File: src/rtl/swk_pkg.sv
// Types and constants of the rank-order filter.
// No dependencies.
package swk_pkg;
   localparam int unsigned DATA_W = 32;
   localparam int unsigned POS_W = 9;
   localparam int unsigned CSR_IDX_W = 3;
   localparam logic [CSR_IDX_W-1:0] REG_FRAME_ROWS = 3'd0;
   localparam logic [CSR_IDX_W-1:0] REG_FRAME_COLS = 3'd1;
   localparam logic [CSR_IDX_W-1:0] REG_WINDOW_ROWS = 3'd2;
   localparam logic [CSR_IDX_W-1:0] REG_WINDOW_COLS = 3'd3;
   localparam logic [CSR_IDX_W-1:0] REG_RANK = 3'd4;

   typedef struct packed {
      logic start;     // latch sample, write store, decide window
      logic clear;     // clear best list
      logic read;      // issue store read at scan position
      logic insert;    // insert read data into best list
      logic advance;   // advance scan position
      logic finish;    // load result register
   } cmd_type;

   typedef struct packed {
      logic window_done; // sample completes a window with valid rank
      logic window_any;  // sample completes a window
      logic scan_last;   // scan position is last of window
   } stat_type;
endpackage

File: src/rtl/swk_ctrl.sv
// Controller state machine of the rank-order filter.
// Depends on swk_pkg.
module swk_ctrl (
   input  logic              clock,
   input  logic              reset,
   input  logic              req_valid,
   output logic              req_ready,
   output logic              rsp_valid,
   input  logic              rsp_ready,
   output logic              csr_ready,
   input  swk_pkg::stat_type stat,
   output swk_pkg::cmd_type  cmd
);
   import swk_pkg::*;

   typedef enum logic [4:0] {
      ST_IDLE  = 5'b00001,
      ST_START = 5'b00010,
      ST_FIN   = 5'b00100,
      ST_INS   = 5'b01000,
      ST_OUT   = 5'b10000
   } state_type;

   state_type state_ff, state_in;
   logic      last_ff, last_in;

   assign req_ready = (state_ff == ST_IDLE);
   assign rsp_valid = (state_ff == ST_OUT);
   assign csr_ready = (state_ff == ST_IDLE) && !req_valid;

   always_comb begin
      state_in = state_ff;
      last_in = last_ff;
      cmd = '0;
      case (state_ff)
         ST_IDLE: begin
            if (req_valid) begin
               cmd.start = 1'b1;
               state_in = ST_START;
            end
         end
         ST_START: begin
            if (stat.window_done) begin
               cmd.clear = 1'b1;
               cmd.read = 1'b1;
               last_in = stat.scan_last;
               cmd.advance = 1'b1;
               state_in = ST_INS;
            end else if (stat.window_any) begin
               cmd.finish = 1'b1;
               state_in = ST_OUT;
            end else begin
               state_in = ST_IDLE;
            end
         end
         ST_INS: begin
            cmd.insert = 1'b1;
            if (last_ff) begin
               state_in = ST_FIN;
            end else begin
               cmd.read = 1'b1;
               cmd.advance = 1'b1;
               last_in = stat.scan_last;
               state_in = ST_INS;
            end
         end
         ST_FIN: begin
            cmd.finish = 1'b1;
            state_in = ST_OUT;
         end
         ST_OUT: begin
            if (rsp_ready) begin
               state_in = ST_IDLE;
            end
         end
         default: begin
            state_in = ST_IDLE;
         end
      endcase
   end

   always_ff @(posedge clock) begin
      if (reset) begin
         state_ff <= ST_IDLE;
         last_ff <= 1'b0;
      end else begin
         state_ff <= state_in;
         last_ff <= last_in;
      end
   end
endmodule

File: config.mk
export PLATFORM = sky130hd
export DESIGN_NAME = swk_ctrl
export DESIGN_NICKNAME = d
export VERILOG_FILES = /design/src/rtl/swk_pkg.sv /design/src/rtl/swk_ctrl.sv
export SDC_FILE = /design/constraint.sdc
export NUM_CORES = 1
export LEC_CHECK = 0
export ABC_CLOCK_PERIOD_IN_PS = 2300
export BUFFER_PORTS_ARGS = -buffer_cell sky130_fd_sc_hd__buf_2
export CORE_UTILIZATION = 29
export DETAILED_ROUTE_END_ITERATION = 8
export PLACE_DENSITY = 0.55
export SKIP_CTS_REPAIR_TIMING = 1
export SLEW_MARGIN = 30
export SYNTH_ARGS = -nofsm -noshare
export SYNTH_HDL_FRONTEND = slang
export SYNTH_SLANG_ARGS = --single-unit
File: constraint.sdc
create_clock -name clock -period 2.3 [get_ports clock]
set_clock_uncertainty 0.1 [all_clocks]
set_input_delay 0.46 -clock clock [delete_from_list [all_inputs] [get_ports clock]]
set_output_delay 0.46 -clock clock [all_outputs]
set_load 0.01 [all_outputs]
==> load_flow_metrics.sql <==
INSERT INTO impl_metrics (metric_group, metric, value, unit) VALUES
('die', 'starting_density_of_the_core', '31.6', '%'),
('finish', 'nets', '72', ''),
('hold_path', 'hp-start', 'reset', ''),
('logic_synthesis', 'synth-edff-count', '0', ''),
('setup_path', 'worst-r2r-cell-count', '4', ''),
('job', 'max_cap_violations', '0', ''),
('routing', 'wirelength', '943', 'um'),
('logic_synthesis', 'synthMostInstantiatedCell', 'dfxtp_1', ''),
('clock_network', 'clock_sink_count', '6', ''),
('finish', 'finish.utilization', '38.1', '%'),
('die', 'io_pins', '16', ''),
('placement', 'routabilityCongestion', '0.754', ''),
('finish', 'seqCellArea', '120', 'um^2'),
('logic_synthesis', 'synthTopCellsByCount', 'dfxtp_1 (6), inv_1 (5), nor3_1 (4)', ''),
('timing', 'timing.final.hold_violations', '0', ''),
('hold_path', 'hold-path-cell-count', '2', ''),
('timing', 'unrepaired_setup_endpoints_after_global_routing', 'false', ''),
('die', 'rows', '13', ''),
('setup_path', 'timing.reg2reg.setup_slack', '0.66', 'ns'),
('grt', 'overflow', '0', ''),
('logic_synthesis', 'synth.net_count', '56', ''),
('grt', 'number_of_antenna_violations_at_the_first_check_in_global_routing', '0', ''),
('logic_synthesis', 'post_synth.cell_area_avg', '8.61', 'um^2'),
('placement', 'post-place-ws', '0.312', 'ns'),
('routing', 'firstDrtPassIters', '4', ''),
('grt', 'grt_start_max_net_pins', '11', ''),
('logic_synthesis', 'synthCells', '49', ''),
('finish', 'area.growth.synth_to_final', '20.5', '%'),
('routing', 'met2RoutedLength', '440', 'um'),
('routing', 'vias', '397', ''),
('logic_synthesis', 'yosys_most_used_dff', 'dfxtp_1', ''),
('routing', 'drt-wirelength-per-cell', '12.1', 'um'),
('timing', 'max_freq', '451', 'MHz'),
('logic_synthesis', 'synthesis.yosys.warnings', '0', ''),
('setup_path', 'cp-end-kind', 'output pin', ''),
('timing', 'slew_viol_final', '0', ''),
('clock_network', 'cts.htree.levels', '1', ''),
('finish', 'layout_cells_sized_above_1', '39.7', '%'),
('hold_path', 'min_path_type', 'in -> reg', ''),
('routing', 'met3_length', '44', 'um'),
('finish', 'multi_input_area', '245', 'um^2'),
('setup_path', 'crit_required', '1.74', 'ns'),
('logic_synthesis', 'synthTopCellsByArea', 'dfxtp_1 (28%), buf_6 (5.3%), nor3_1 (4.7%)', ''),
('power', 'peak_ir_drop_on_the_vdd_network', '0.000254', 'V'),
('logic_synthesis', 'asyncSetResetFlopFracSynth', '0', '%'),
('setup_path', 'critical_path_class', 'reg -> out', ''),
('timing', 'final_period_minus_worst_setup_slack', '2.22', 'ns'),
('die', 'fp.dieH', '40.1', 'um'),
('setup_path', 'crit_path_start_kind', 'register', ''),
('logic_synthesis', 'synth.cell_area', '422', 'um^2'),
('logic_synthesis', 'ys_seq_area_share', '28.5', '%'),
('routing', 'drt_drc_violations_left', '0', ''),
('die', 'x_dimension_of_the_die', '40.1', 'um'),
('finish', 'fill_cells', '152', ''),
('logic_synthesis', 'synth-seq-cells', '6', ''),
('die', 'core', '1330', 'um^2'),
('timing', 'setup_viol_count_final', '0', ''),
('logic_synthesis', 'netlist-cell-type-count', '29', ''),
('setup_path', 'reg2reg_to', 'state_ff[2]$_SDFFE_PP0P_', ''),
('clock_network', 'clock_path_buffers', '2', ''),
('outcome', 'outcome', 'finished, final reports clean', ''),
('finish', 'finalInstanceArea', '508', 'um^2'),
('clock_network', 'inserted_clock_buffers', '3', ''),
('setup_path', 'crit_start', 'state_ff[0]$_SDFFE_PP1P_', ''),
('clock_network', 'tritoncts', 'yes', ''),
('setup_path', 'crit_arrival', '1.66', 'ns'),
('clock_network', 'clk_pin_slew', '0.05', 'ns'),
('placement', 'placed_cell_area', '483', 'um^2'),
('timing', 'final_min_period_over_clock_period', '96.4', '%'),
('finish', 'antenna-diode-count', '0', ''),
('grt', 'grt_pass1_wl', '1440', 'um');
## per-layer routing
metal,track usage (%),vias up
met2,16.9,9
met5,0,-
met4,5.17,0
li1,-,203
met3,8.33,0
met1,19.7,185
## metrics by stage
| step | total power (W) | instances |
|---|---|---|
| after floorplan | 0.000161 | 49 |
| after global placement | 0.000176 | 75 |
| after detailed placement | 0.000176 | 75 |
| after CTS | 0.000279 | 78 |
| after global routing | 0.000298 | 78 |
| final | 0.000277 | 78 |
## power by group
group          internal [W]  switching [W]
Combinational     0.0000302      0.0000294
Sequential         0.000108     0.00000783
Clock             0.0000592      0.0000414
## worst max-delay path, cell delays in order, from the launching register on
cell     delay (ns)
dfxtp_1        0.39
or2_4          0.29
or4_4          0.44
o41ai_2        0.09
buf_2          0.20
## cells by family after synthesis
logic type,Yosys count,share of synthesized area [%]
compound gates,9,16.0
mux,1,2.37
flops,6,28.5
xor+xnor,1,2.08
buf+inv,10,13.9
simple gates,22,37.1
## layout make-up
class	instances	share of cell area, %
Tap cell	15	3.69
Timing Repair Buffer	16	16.3
Multi-Input combinational cell	33	48.3
Sequential cell	6	23.6
Clock buffer	3	4.43
Inverter	5	3.69
## flip-flops by register name, indices dropped and copies added, names as in the netlist
| register | count |
|---|---|
| last_ff | 1 |
| state_ff | 5 |
## placed cells by master, fill, tap and decap left out
cell type / instances
and2_1: 2
nor4b_2: 1
or4_4: 1
nor4_1: 1
mux2i_1: 1
buf_2: 15
o211ai_1: 1
nor3b_2: 1
nor4bb_1: 1
inv_1: 5
or3_4: 1
xor2_1: 1
buf_4: 1
nor4b_1: 2
o31ai_1: 1
nor2b_1: 1
clkbuf_4: 3
nand2_1: 1
or2_4: 1
and3_1: 1
a21oi_1: 3
o21a_1: 1
dfxtp_1: 6
nor2_1: 3
nand2b_1: 1
a22oi_1: 1
o41ai_2: 1
nor3_1: 4
a31oi_1: 1
## worst max-delay path by stage
stage                     endpoint  slack [ns]  cells after the start
after global placement      cmd[3]        0.33                      5
after global routing        cmd[3]        0.01                      4
after CTS                   cmd[1]        0.05                      4
after floorplan             cmd[3]        0.27                      6
after detailed placement    cmd[1]        0.31                      5
final                       cmd[1]        0.08                      4
Power figures use the tool's default switching activity.
